## config.mk

```make
export PLATFORM = sky130hd
export DESIGN_NAME = shts_search
export DESIGN_NICKNAME = d
export VERILOG_FILES = /design/src/hdl/shts_pkg.sv /design/src/hdl/shts_search.sv
export SDC_FILE = /design/constraint.sdc
export NUM_CORES = 1
export LEC_CHECK = 0
export ABC_AREA = 0
export BUFFER_PORTS_ARGS = -buffer_cell sky130_fd_sc_hd__buf_2
export CAP_MARGIN = 20
export CORE_MARGIN = 3
export CORE_UTILIZATION = 50
export DETAILED_ROUTE_END_ITERATION = 8
export PLACE_DENSITY_LB_ADDON = 0.3
export SYNTH_ARGS = -nofsm -noshare
export SYNTH_HDL_FRONTEND = slang
export SYNTH_SLANG_ARGS = --single-unit
```

## constraint.sdc

```tcl
create_clock -name aclk -period 9.9 [get_ports aclk]
set_clock_uncertainty 0.2 [all_clocks]
set_input_delay 1.98 -clock aclk [delete_from_list [all_inputs] [get_ports aclk]]
set_output_delay 1.98 -clock aclk [all_outputs]
set_load 0.03 [all_outputs]
```

## src/hdl/shts_pkg.sv

```systemverilog
// ============================================================================
// shts_pkg - shared types and constants for the sorted hash table search
// Field widths, kind codes and the structs passed between the search engine,
// the table memory and the top level.
// ============================================================================
package shts_pkg;

    localparam int TABLE_DEPTH_DEF = 4096;

    localparam int KEY_W    = 64;
    localparam int OFFSET_W = 32;
    localparam int INDEX_W  = 12;
    localparam int COUNT_W  = 13;

    localparam logic KIND_LOAD   = 1'b0;
    localparam logic KIND_SEARCH = 1'b1;

    // One input word after unpacking.
    typedef struct packed {
        logic                kind;
        logic [INDEX_W-1:0]  entry_index;
        logic [KEY_W-1:0]    key_hash;
        logic [OFFSET_W-1:0] name_offset;
    } shts_item_t;

    // One result word.
    typedef struct packed {
        logic                found;
        logic [OFFSET_W-1:0] match_offset;
        logic [INDEX_W-1:0]  match_index;
    } shts_res_t;

    // Table write request; the address travels beside it.
    typedef struct packed {
        logic                en;
        logic [KEY_W-1:0]    key;
        logic [OFFSET_W-1:0] offset;
    } shts_wr_t;

    // Registered table read data.
    typedef struct packed {
        logic [KEY_W-1:0]    key;
        logic [OFFSET_W-1:0] offset;
    } shts_rd_t;

endpackage

```

## src/hdl/shts_search.sv

```systemverilog
// ============================================================================
// shts_search - load and binary search sequencer
// Writes load words into the table and runs one probe per cycle for a
// search, issuing the next read while the current one is compared.
// ============================================================================
module shts_search
    import shts_pkg::*;
#(
    parameter int TABLE_DEPTH = TABLE_DEPTH_DEF,
    parameter int ADDR_W      = $clog2(TABLE_DEPTH)
) (
    input  logic               aclk,
    input  logic               aresetn,
    input  logic               s_valid,
    output logic               s_ready,
    input  shts_item_t         item,
    input  logic [COUNT_W-1:0] valid_count,
    output shts_wr_t           wr,
    output logic [ADDR_W-1:0]  wr_addr,
    output logic               rd_en,
    output logic [ADDR_W-1:0]  rd_addr,
    input  shts_rd_t           rd,
    output logic               m_valid,
    input  logic               m_ready,
    output shts_res_t          m_res
);

    localparam int SPAN_W = ADDR_W + 1;

    typedef enum logic [1:0] {
        ST_IDLE,
        ST_PROBE,
        ST_DONE
    } state_t;

    state_t              state_reg;
    logic [KEY_W-1:0]    key_reg;
    logic [ADDR_W-1:0]   low_reg;
    logic [ADDR_W-1:0]   high_reg;
    logic [ADDR_W-1:0]   mid_reg;
    shts_res_t           res_reg;
    shts_res_t           m_res_reg;
    logic                m_valid_reg;

    logic [SPAN_W-1:0]   span;
    logic [ADDR_W-1:0]   high_first;
    logic [ADDR_W-1:0]   mid_first;
    logic [ADDR_W-1:0]   low_up;
    logic [ADDR_W-1:0]   mid_up;
    logic [ADDR_W-1:0]   high_dn;
    logic [ADDR_W-1:0]   mid_dn;
    logic                hit;
    logic                below;
    logic                go_on;
    logic                accept;
    logic                hand_over;

    // Saturate the count at the table depth.
    always_comb begin
        if (32'(valid_count) > 32'(TABLE_DEPTH)) begin
            span = SPAN_W'(TABLE_DEPTH);
        end else begin
            span = SPAN_W'(valid_count);
        end
    end

    assign high_first = ADDR_W'(span - SPAN_W'(1));
    assign mid_first  = high_first >> 1;

    // Both possible next probes are formed while the key compare settles.
    assign low_up  = mid_reg + ADDR_W'(1);
    assign mid_up  = low_up + ((high_reg - low_up) >> 1);
    assign high_dn = mid_reg - ADDR_W'(1);
    assign mid_dn  = low_reg + ((high_dn - low_reg) >> 1);

    assign hit   = (rd.key == key_reg);
    assign below = (rd.key < key_reg);
    assign go_on = below ? (mid_reg < high_reg) : (mid_reg > low_reg);

    assign s_ready = aresetn && (state_reg == ST_IDLE);
    assign accept  = s_valid && s_ready;

    // Hand over once the output register is free or being emptied.
    assign hand_over = (state_reg == ST_DONE) && (!m_valid_reg || m_ready);

    assign wr.en     = accept && (item.kind == KIND_LOAD)
                       && (32'(item.entry_index) < 32'(TABLE_DEPTH));
    assign wr.key    = item.key_hash;
    assign wr.offset = item.name_offset;
    assign wr_addr   = ADDR_W'(item.entry_index);

    always_comb begin
        rd_en   = 1'b0;
        rd_addr = mid_first;
        unique case (state_reg)
            ST_IDLE: begin
                rd_en   = accept && (item.kind == KIND_SEARCH) && (span != '0);
                rd_addr = mid_first;
            end
            ST_PROBE: begin
                rd_en   = !hit && go_on;
                rd_addr = below ? mid_up : mid_dn;
            end
            default: begin
                rd_en = 1'b0;
            end
        endcase
    end

    always_ff @(posedge aclk) begin
        if (!aresetn) begin
            state_reg   <= ST_IDLE;
            m_valid_reg <= 1'b0;
        end else begin
            if (hand_over) begin
                m_valid_reg <= 1'b1;
            end else if (m_ready) begin
                m_valid_reg <= 1'b0;
            end
            unique case (state_reg)
                ST_IDLE: begin
                    if (accept && (item.kind == KIND_SEARCH)) begin
                        key_reg <= item.key_hash;
                        if (span == '0) begin
                            res_reg   <= '0;
                            state_reg <= ST_DONE;
                        end else begin
                            low_reg   <= '0;
                            high_reg  <= high_first;
                            mid_reg   <= mid_first;
                            state_reg <= ST_PROBE;
                        end
                    end
                end
                ST_PROBE: begin
                    if (hit) begin
                        res_reg.found        <= 1'b1;
                        res_reg.match_offset <= rd.offset;
                        res_reg.match_index  <= INDEX_W'(mid_reg);
                        state_reg            <= ST_DONE;
                    end else if (!go_on) begin
                        res_reg   <= '0;
                        state_reg <= ST_DONE;
                    end else if (below) begin
                        low_reg <= low_up;
                        mid_reg <= mid_up;
                    end else begin
                        high_reg <= high_dn;
                        mid_reg  <= mid_dn;
                    end
                end
                ST_DONE: begin
                    if (hand_over) begin
                        m_res_reg <= res_reg;
                        state_reg <= ST_IDLE;
                    end
                end
                default: begin
                    state_reg <= ST_IDLE;
                end
            endcase
        end
    end

    assign m_valid = m_valid_reg;
    assign m_res   = m_res_reg;

endmodule

```

# Word level (Yosys, flattened, before mapping)
# Cells that the tools add are included.
# classes
n_mux,35
n_reduce_logical,22
bitwise_logic,1
eq_ne,12
addsub,7
n_lt_le_gt_ge,4
# op_table
cell,count
$mux 12,16
$mux 45,4
$pmux 45 s2,1
$pmux 12 s2,3
$eq 64x64->1,1
$lt 64x64->1,1
$add 12x11->12,2
$sub 12x1->12 const B,2
$sub 12x12->12,2
$reduce_and 7->1,2
$gt 13x13->1 const B,1
$logic_not 13->1,1
$mux 13,1
$reduce_bool 13->1,1
$add 12x1->12 const B,1
$gt 12x12->1,1
$lt 12x12->1,1
$ne 2x2->1 const B,6
$mux 2,5
$reduce_and 3->1,3
$logic_and 1x1->1,7
$pmux 2 s3,1
$reduce_and 6->1,1
$reduce_and 5->1,1
other kinds (11),16
# totals
output_inout_bits,169
regBits,193
word_cells,93
inputBits,222

# Logic depth before layout (Yosys ltp)
# Gate-level depths: netlist of run 1.
# logic_depth
ltp_word,7
depth_mapped,20
mapped_depth_nobuf,19

# Worst setup path before layout of run 1
# Ideal clock, no wire load.
# synth_path
path_type,in2reg
from,input rd[86] (netlist bit)
to,register res_reg[0] (netlist bit) (enable)
cell_stages,9
arrival_time_ps,7983
required_ps,9141
path_buffers,0
setup_ps,559
path_slack_ps,1158
cell_sequence,ha_1 -> nand4_1 -> nor4_1 -> nand2_1 -> nor4_1 -> nand3_1 -> nand4_1 -> mux2i_1 -> nor4_1
# synth_between
elab_chain_len,4
# synth_lines
item,line,text
start: declaration,shts_search.sv:22,"input shts_rd_t rd,"
$lt 64x64->1,shts_search.sv:77,assign below = (rd.key < key_reg);
$mux 1,shts_search.sv:78,assign go_on = below ? (mid_reg < high_reg) : (mid_reg > low_reg);
$ne 3x3->1 (no line) (*),-,
$reduce_and 5->1 (no line) (*),-,
end: declaration,shts_search.sv:41,shts_res_t res_reg;
# Mark *: on every way between the ends. The rest lies on a longest branch, timed or not.
# A chain may end at the register's enable or synchronous reset.

# Worst setup path after layout of run 1
# layout_path
from,register mid_reg[0]
to,output rd_addr[11]
# layout_between
elab_chain_len,5
# layout_lines
item,line,text
start: declaration,shts_search.sv:40,logic [ADDR_W-1:0] mid_reg;
start signal: assignment,shts_search.sv:130,mid_reg <= mid_first;
start signal: assignment,shts_search.sv:146,mid_reg <= mid_up;
start signal: assignment,shts_search.sv:149,mid_reg <= mid_dn;
$sub 12x1->12,shts_search.sv:73,assign high_dn = mid_reg - ADDR_W'(1);
net high_dn[0],shts_search.sv:50,logic [ADDR_W-1:0] high_dn;
$sub 12x12->12,shts_search.sv:74,assign mid_dn = low_reg + ((high_dn - low_reg) >> 1);
$add 12x11->12,shts_search.sv:74,
$mux 12,shts_search.sv:102,rd_addr = below ? mid_up : mid_dn;
$mux 12,shts_search.sv:95,unique case (state_reg)
end: declaration,shts_search.sv:21,"output logic [ADDR_W-1:0] rd_addr,"
# The timed path passes the listed nets, and every way through them passes these cells.

==> results.cfg, run 1 <==
[run_status]
outcome = finished, final reports clean

[critical_path]
r2r_start = mid_reg[0]
crit_required_ns = 7.72
reg2reg_slack_ns = 4.97
crit_type = flip-flop to output pin
timing.rr.end = mid_reg[11]
cp.arrival_ns = 5.23
cp-endpoint = rd_addr[11]
crit_start = mid_reg[0]
cp_max_fo = 12
cp-start-kind = flip-flop
endpoint_kind = output pin
reg2reg_depth = 17

[drt]
wl_mm = 30.0
first_iter_violations = 723
vias = 8751
avgViaCountPerCell = 5.26
drtAntennaViolNets = 0
avgRoutedWirePerCell_um = 18.0
firstDrtPassIters = 6
drcViolationCount = 0

[grt]
grt_max_degree = 65
antenna_found_initial = 5
grt_usage_pct = 22.7
overflow = 0
grt_pass1_vias = 8511
grt_pass1_wl_mm = 45.9

[die]
fp-row-count = 56
core_area_mm2 = 0.0237
dieArea_mm2 = 0.0262
start_util_pct = 51.3
dieWidth_um = 162
die_y_um = 162
pin_count = 391

[yosys]
synth_area_mm2 = 0.0122
syn_avg_cell_area_um2 = 10.8
synth_edf_count = 190
ys_top_cells_by_area = edfxtp_1 47%, ha_1 14%, buf_4 6.7%, inv_1 3.8%, xnor2_1 2.9%
synth_top_flop_cell = edfxtp_1
yosys_warnings = 0
netlist.area_leader.share_pct = 46.9
ys_seq_area_share_pct = 47.4
yosysUniqueCellTypes = 61
synth-seq-cells = 193
syn_inst = 1128
yosysTopAreaCell = edfxtp_1
synth_fp_nets = 1489
synth.most_common_cell = edfxtp_1
synthTopCellsByCount = 190 x edfxtp_1, 135 x ha_1, 124 x inv_1, 108 x buf_4, 73 x nor2_1
async_flop_share_pct = 0

[timing]
min_period_over_period_pct = 74.9
slew_viol_final = 0
worst_slew_pin_slew_ns = 1.00
maxSlewHeadroom_pct = 32.5
setup_viol = 0
rsz0062_at_grt = false
fmax_mhz = 135
period_needed_ns = 7.41
setup_slack_ns = 2.49
tns_ns = 0
finalHoldViolations = 0

[clocking]
cts_resized = 0
clk_path_buf_depth = 2
postCtsHoldBufs = 0
post_cts_buffers = 0
clk_latency_ns = 0.44
clock-sinks = 193
cts_tree = done
htreeDepth = 4
clkTransAtPathRegs_ns = 0.09
cts_buffers = 17
root_buffer = clkbuf_16

[cells_and_area]
nNetsFinal = 1688
final_cells = 1664
drive_above_1_share_pct = 26.5
areaGrowthSynthToFinish_pct = 14.4
fillCellCount = 2024
largest_reg_flops = 64

[placement]
portBuffers = 302
gp_congestion = 0.899
placed_cells = 1626
dp_hpwl_mm = 23.8
post-place-ws_ns = 2.79

[pwr]
powerDensity_mw_per_mm2 = 224
ir_drop_v = 0.000130
p_leak_nw = 6.29

[run]
cap_viol_max_count = 0

[worst_hold_path]
worst_hold_path_type = flip-flop to flip-flop
-- cell type report --
cell class | count | area, um2 | share of cell area [%]
clock inverter | 15 | 205 | 1.48
inverter | 124 | 465 | 3.35
tap | 319 | 399 | 2.87
antenna | 5 | 12.5 | 0.0900
sequential | 193 | 5770 | 41.5
multi-input combinational | 682 | 5050 | 36.3
timing repair buffer | 309 | 1580 | 11.3
clock buffer | 17 | 425 | 3.06
-- per-stage QoR --
step	util [%]	power, mW	hold WS [ns]	instance area [um2]
after global placement	55.9	2.38	0.200	13200
after detailed placement	55.9	2.40	0.205	13200
after CTS	58.6	3.13	0.209	13900
final	58.7	3.12	0.202	13900
after floorplan	-	2.09	0.200	12200
after global routing	58.7	3.33	0.208	13900
-- how the worst min path moves through the flow --
stage	start	to	slack, ns	cells past startpoint
5_1_grt	res_reg[43]	m_res[43]	0.21	0
4_1_cts	res_reg[43]	m_res[43]	0.21	0
6_report	res_reg[43]	m_res[43]	0.20	0
3_3_place_gp	res_reg[44]	m_res[44]	0.20	0
2_1_floorplan	res_reg[0]	m_res[0]	0.20	0
3_5_place_dp	res_reg[25]	m_res[25]	0.20	0
-- power by group --
part	switching, mW	total [mW]	internal, mW
logic	0.821	1.37	0.550
clock network	0.364	0.714	0.350
registers	0.0521	1.03	0.980
-- critical path: stages, from the launching register on --
cell	delay (ns)
edfxtp_1	0.60
inv_1	0.24
ha_1	0.43
fa_1	0.46
nor2b_1	0.12
o21ai_0	0.11
a21boi_0	0.27
o21ai_0	0.14
a21oi_1	0.21
o21ai_0	0.15
o311ai_0	0.44
ha_1	0.37
or2_2	0.29
a21oi_1	0.15
a21oi_1	0.08
xnor2_1	0.15
nor2_1	0.05
a211oi_1	0.27
buf_2	0.25
-- placed cells by master, fill, tap and decap left out, types with 6 or more instances in the layout --
| cell | netlist | final |
|---|---|---|
| a21boi_0 | 7 | 7 |
| a21o_1 | 16 | 16 |
| a21oi_1 | 57 | 57 |
| a31oi_1 | 7 | 7 |
| and2_1 | 46 | 46 |
| buf_2 | 1 | 302 |
| buf_4 | 108 | 6 |
| clkbuf_16 | 0 | 17 |
| clkinv_8 | 0 | 6 |
| edfxtp_1 | 190 | 190 |
| ha_1 | 135 | 135 |
| inv_1 | 124 | 124 |
| nand2_1 | 55 | 55 |
| nand2b_1 | 10 | 10 |
| nand3_1 | 22 | 22 |
| nand4_1 | 17 | 17 |
| nor2_1 | 73 | 71 |
| nor2b_1 | 10 | 10 |
| nor3_1 | 31 | 31 |
| nor4_1 | 9 | 8 |
| o21a_1 | 11 | 11 |
| o21ai_0 | 34 | 34 |
| o21ai_1 | 6 | 6 |
| xnor2_1 | 40 | 40 |
| xor2_1 | 21 | 21 |
-- cells by family (layout without fill, tap and decap cells) --
| kind of cell | count (synthesis) | count (layout) | synth area share (%) |
|---|---|---|---|
| compound gates | 179 | 179 | 9.49 |
| xor+xnor | 61 | 61 | 4.39 |
| simple gates | 298 | 298 | 12.6 |
| mux | 5 | 5 | 0.412 |
| fa+ha+maj | 139 | 139 | 14.6 |
| flops | 193 | 193 | 47.4 |
| buf+inv | 253 | 465 | 11.2 |
| other cells | 0 | 5 | 0 |
-- routing by layer --
layer  GRT usage [%]  vias to the layer above  part of all wire (%)
met5               0                        -                 0.053
met1            29.5                     4095                    43
met3            6.96                       59                   8.0
li1                -                     4300                     -
met2            36.4                      295                    47
met4            7.60                        2                   2.6
Note: power is estimated with default switching activity, not from simulation.
==> run 2: changes to the inputs <==
Settings changed: CORE_UTILIZATION 50 to 47.
Clock period 9.9 ns to 6 ns, I/O delays scaled along.
==> run 2 against run 1 <==
Total power grew 75%. Sequential cell count is the same. Non-clock buffer count grew 29. Core utilization shrank 1.8 points. Sequential power grew 64%. Count of clock-buffer cells in the layout is the same. Sequential share of layout area shrank 1.4 points. Final cell count grew 2.2%. Largest power group unchanged. Die area grew 6.1%. First-iteration DRC count shrank 16%. Clock power grew 67%. Via count grew 2.6%.
==> results.cfg, run 2 (synthesis results as in run 1) <==
[grt]
grt_pass1_wl_mm = 46.4
antenna_found_initial = 2
overflow = 0
grt_usage_pct = 21.1
grt_pass1_vias = 8568
grt_max_degree = 65

[cells_and_area]
layout_common_cells = 299 x buf_2, 190 x edfxtp_1, 129 x ha_1, 121 x inv_1, 70 x nor2_1
final_util_pct = 56.9
fillCellCount = 2128
nNetsFinal = 1717
drive_above_1_share_pct = 31.5
final_cells = 1700
largest_reg_flops = 64
final_common_cell = buf_2
areaGrowthSynthToFinish_pct = 18.5

[pwr]
p_leak_nw = 6.50
ir_drop_v = 0.000195
powerDensity_mw_per_mm2 = 378
finalPower_mw = 5.44

[clocking]
clk_latency_ns = 0.44
clock-sinks = 193
htreeDepth = 4
clkTransAtPathRegs_ns = 0.08
cts_buffers = 17
root_buffer = clkbuf_16
clk_path_buf_depth = 2
postCtsHoldBufs = 0
cts_tree = done

[drt]
vias = 8980
first_iter_violations = 609
firstDrtPassIters = 5
avgRoutedWirePerCell_um = 18.2
wl_mm = 30.9
avgViaCountPerCell = 5.28
drcViolationCount = 0
drtAntennaViolNets = 0

[critical_path]
crit_required_ns = 4.60
endpoint_kind = output pin
cp-start-kind = flip-flop
cp.arrival_ns = 4.42
worst_path_max_delay_cell = edfxtp_1
crit_chain = buf_4, ha_1, fa_1, nor2b_1, o21ai_2, a21boi_1, o21ai_1, a21oi_1, nor2_1, xnor2_1, ha_1, inv_1, o21bai_2, o41ai_4, or3_1, and4_1, a211oi_2, buf_4
cp_slowest_stage_delay_ns = 0.46
critical_path.top_delay_family = compound AO/OA/AOI/OAI gates
cp_max_fo = 6
critPathBufInv = 3
crit_type = flip-flop to output pin

[timing]
fmax_mhz = 172
finalHoldViolations = 0
tns_ns = 0
rsz0062_at_grt = true
worst_slew_pin_slew_ns = 0.923
period_needed_ns = 5.82
whs_ns = 0.208
maxSlewHeadroom_pct = 37.7
setup_viol = 0
min_period_over_period_pct = 97.0
slew_viol_final = 0

[placement]
gp_congestion = 0.890
portBuffers = 302
dp_hpwl_mm = 23.9
placed_cells = 1646

[worst_hold_path]
worst_hold_path_type = flip-flop to flip-flop

[die]
die_y_um = 167
pin_count = 391
dieWidth_um = 167
start_util_pct = 48.0
core_area_mm2 = 0.0253
dieArea_mm2 = 0.0278
fp-row-count = 58

[run]
cap_viol_max_count = 0

[run_status]
outcome = finished, final reports clean
==> run 2: per-stage QoR <==
stage | setup slack [ns] | cell area, um2
after floorplan | 0.0180 | 12200
after detailed placement | 0.194 | 13300
final | 0.178 | 14400
after global routing | -0.0312 | 14400
after global placement | 0.244 | 13300
after CTS | 0.0198 | 14100
==> run 2: final cells by class <==
type,instances,area [um2],area share (%)
Clock inverter,15,194,1.35
Timing Repair Buffer,338,1810,12.5
Sequential cell,193,5770,40.0
Multi-Input combinational cell,682,5330,37.0
Clock buffer,17,425,2.95
Antenna cell,1,2.50,0.0174
Inverter,124,465,3.23
Tap cell,330,413,2.87
==> run 2: metal layers <==
| metal | vias to the layer above | share of wire [%] | global-route usage (%) |
|---|---|---|---|
| met5 | - | 0.042 | 0 |
| met4 | 2 | 2.0 | 6.21 |
| met3 | 43 | 5.9 | 3.87 |
| met2 | 309 | 47 | 34.3 |
| met1 | 4274 | 45 | 29.1 |
| li1 | 4352 | - | - |
==> run 2: final timing paths <==
path | end | start | depth (start not counted) | slack, ns
setup / recovery | rd_addr[10] | mid_reg[0] | 18 | 0.18
hold / removal | m_res[3] | res_reg[3] | 0 | 0.21
setup reg to reg | mid_reg[9] | mid_reg[3] | 18 | 1.80
hold reg to reg | m_res[3] | res_reg[3] | 0 | 0.21
==> run 2: timing repair <==
action | in CTS | in global routing
pin swaps | 2 | 11
setup endpoints to repair | 5 | 7
gates resized for setup | 20 | 49
buffers inserted | 7 | 13
==> run 2: power by group <==
group	internal, mW	total [mW]	switching (mW)
Sequential	1.62	1.69	0.0711
Combinational	1.05	2.56	1.52
Clock	0.579	1.19	0.609
==> run 3: changes to the inputs <==
Settings changed: PLACE_DENSITY set to 0.78, PLACE_DENSITY_LB_ADDON 0.3 to not set.
==> run 3 against run 2 <==
Combinational power fell by 2%. Register-to-register slack got worse by 0.06 ns. Routed wire length rose by 9.4%. Critical path depth did not move. Die area did not move. Critical endpoint unchanged. Largest power group unchanged.
==> results.cfg, run 3 (synthesis results as in run 1) <==
[critical_path]
crit_required_ns = 4.60
timing.rr.end = mid_reg[10]
endpoint_kind = output pin
crit_type = flip-flop to output pin
reg2reg_slack_ns = 1.74
cp_max_fo = 6
cp.arrival_ns = 4.51
reg2reg_depth = 16
r2r_start = mid_reg[2]
cp-start-kind = flip-flop

[drt]
vias = 9175
drtAntennaViolNets = 0
avgViaCountPerCell = 5.43
avgRoutedWirePerCell_um = 20.0
drcViolationCount = 0
firstDrtPassIters = 5
wl_mm = 33.8
first_iter_violations = 813

[grt]
antenna_found_initial = 2
overflow = 0
grt_max_degree = 65
grt_usage_pct = 23.4
grt_pass1_vias = 8968
grt_pass1_wl_mm = 50.3

[pwr]
ir_drop_v = 0.000216
finalPower_mw = 5.41
p_leak_nw = 6.45
powerDensity_mw_per_mm2 = 378

[placement]
placed_area_mm2 = 0.0133
portBuffers = 302
placed_cells = 1645
dp_hpwl_mm = 26.6
gp_congestion = 0.923

[clocking]
clk_latency_ns = 0.44
postCtsHoldBufs = 0
cts_tree = done
clkTransAtPathRegs_ns = 0.08
htreeDepth = 4
root_buffer = clkbuf_16
cts_buffers = 17
clock-sinks = 193
clk_path_buf_depth = 2

[cells_and_area]
largest_reg_flops = 64
drive_above_1_share_pct = 30.6
nNetsFinal = 1709
fin_area_mm2 = 0.0143
final_cells = 1691
fillCellCount = 2100
n_antenna_cell = 0
layout_common_cells = 298 x buf_2, 190 x edfxtp_1, 132 x ha_1, 121 x inv_1, 70 x nor2_1
final_util_pct = 56.6
areaGrowthSynthToFinish_pct = 17.9
final_common_cell = buf_2

[worst_hold_path]
min_path_cells = 0
worst_hold_path_type = flip-flop to flip-flop
min_from = res_reg[8]
worstHoldEndpoint = m_res[8]

[die]
dieArea_mm2 = 0.0278
start_util_pct = 48.0
core_area_mm2 = 0.0253
pin_count = 391
fp-row-count = 58
die_y_um = 167
dieWidth_um = 167

[timing]
maxSlewHeadroom_pct = 43.3
worst_slew_pin_slew_ns = 0.850
period_needed_ns = 5.91
whs_ns = 0.215
finalHoldViolations = 0
slew_viol_final = 0
rsz0062_at_grt = true
fmax_mhz = 169
setup_viol = 0
min_period_over_period_pct = 98.5

[run_status]
outcome = finished, final reports clean

[run]
cap_viol_max_count = 0
[run 3: how the worst max path moves through the flow]
| stage | from | endpoint | slack [ns] | cells past startpoint |
|---|---|---|---|---|
| after floorplan | aresetn | rd_en | 0.02 | 4 |
| after global placement | mid_reg[1] | rd_addr[11] | 0.33 | 20 |
| after detailed placement | mid_reg[0] | rd_addr[9] | 0.26 | 20 |
| after CTS | mid_reg[0] | rd_addr[9] | 0.001 | 18 |
| after global routing | mid_reg[0] | rd_addr[11] | -0.08 | 20 |
| final | mid_reg[2] | rd_addr[10] | 0.09 | 18 |
[run 3: layout make-up]
type	count	area [um2]	share of cell area [%]
inverter	124	465	3.25
tap	330	413	2.88
timing repair buffer	330	1750	12.2
multi-input combinational	682	5290	36.9
clock buffer	17	425	2.97
clock inverter	15	218	1.52
sequential	193	5770	40.2
[run 3: where the power goes]
group	internal (mW)	switching, mW
Sequential	1.62	0.0628
Clock	0.621	0.608
Combinational	1.01	1.49
[run 3: worst max-delay path, cell delays in order, from the launching register on]
cell and delay [ns]:
edfxtp_1 0.49, buf_4 0.22, nand3_1 0.14, xor2_2 0.29, ha_1 0.34, a21boi_2 0.21, o2111ai_2 0.22, nand2_1 0.08
nor2_1 0.16, xnor2_1 0.17, ha_1 0.31, or2_2 0.29, a21oi_1 0.19, a21oi_2 0.07, a21o_1 0.18, a21oi_1 0.17
nor4_2 0.07, a211oi_2 0.26, buf_4 0.21
[run 3: metrics by stage]
step	TNS (ns)	worst slack (ns)
global placement	0	0.332
global route	-0.252	-0.0834
CTS	0	0.00104
floorplan	0	0.0180
finish	0	0.0881
detailed placement	0	0.264
[run 3: what timing repair did]
item,in CTS,in global routing
setup endpoints to repair,6,6
buffers inserted,6,7
resized for setup,12,50
pin swaps,1,13
cloned,0,0
[run 3: layer usage]
layer | wire, um | part of all wire, % | global-route usage (%) | up-vias
met5 | 27 | 0.080 | 0 | -
met4 | 981 | 2.9 | 8.18 | 4
li1 | - | - | - | 4322
met1 | 13900 | 41 | 30.2 | 4338
met3 | 2490 | 7.4 | 4.77 | 65
met2 | 16400 | 48 | 39.2 | 446
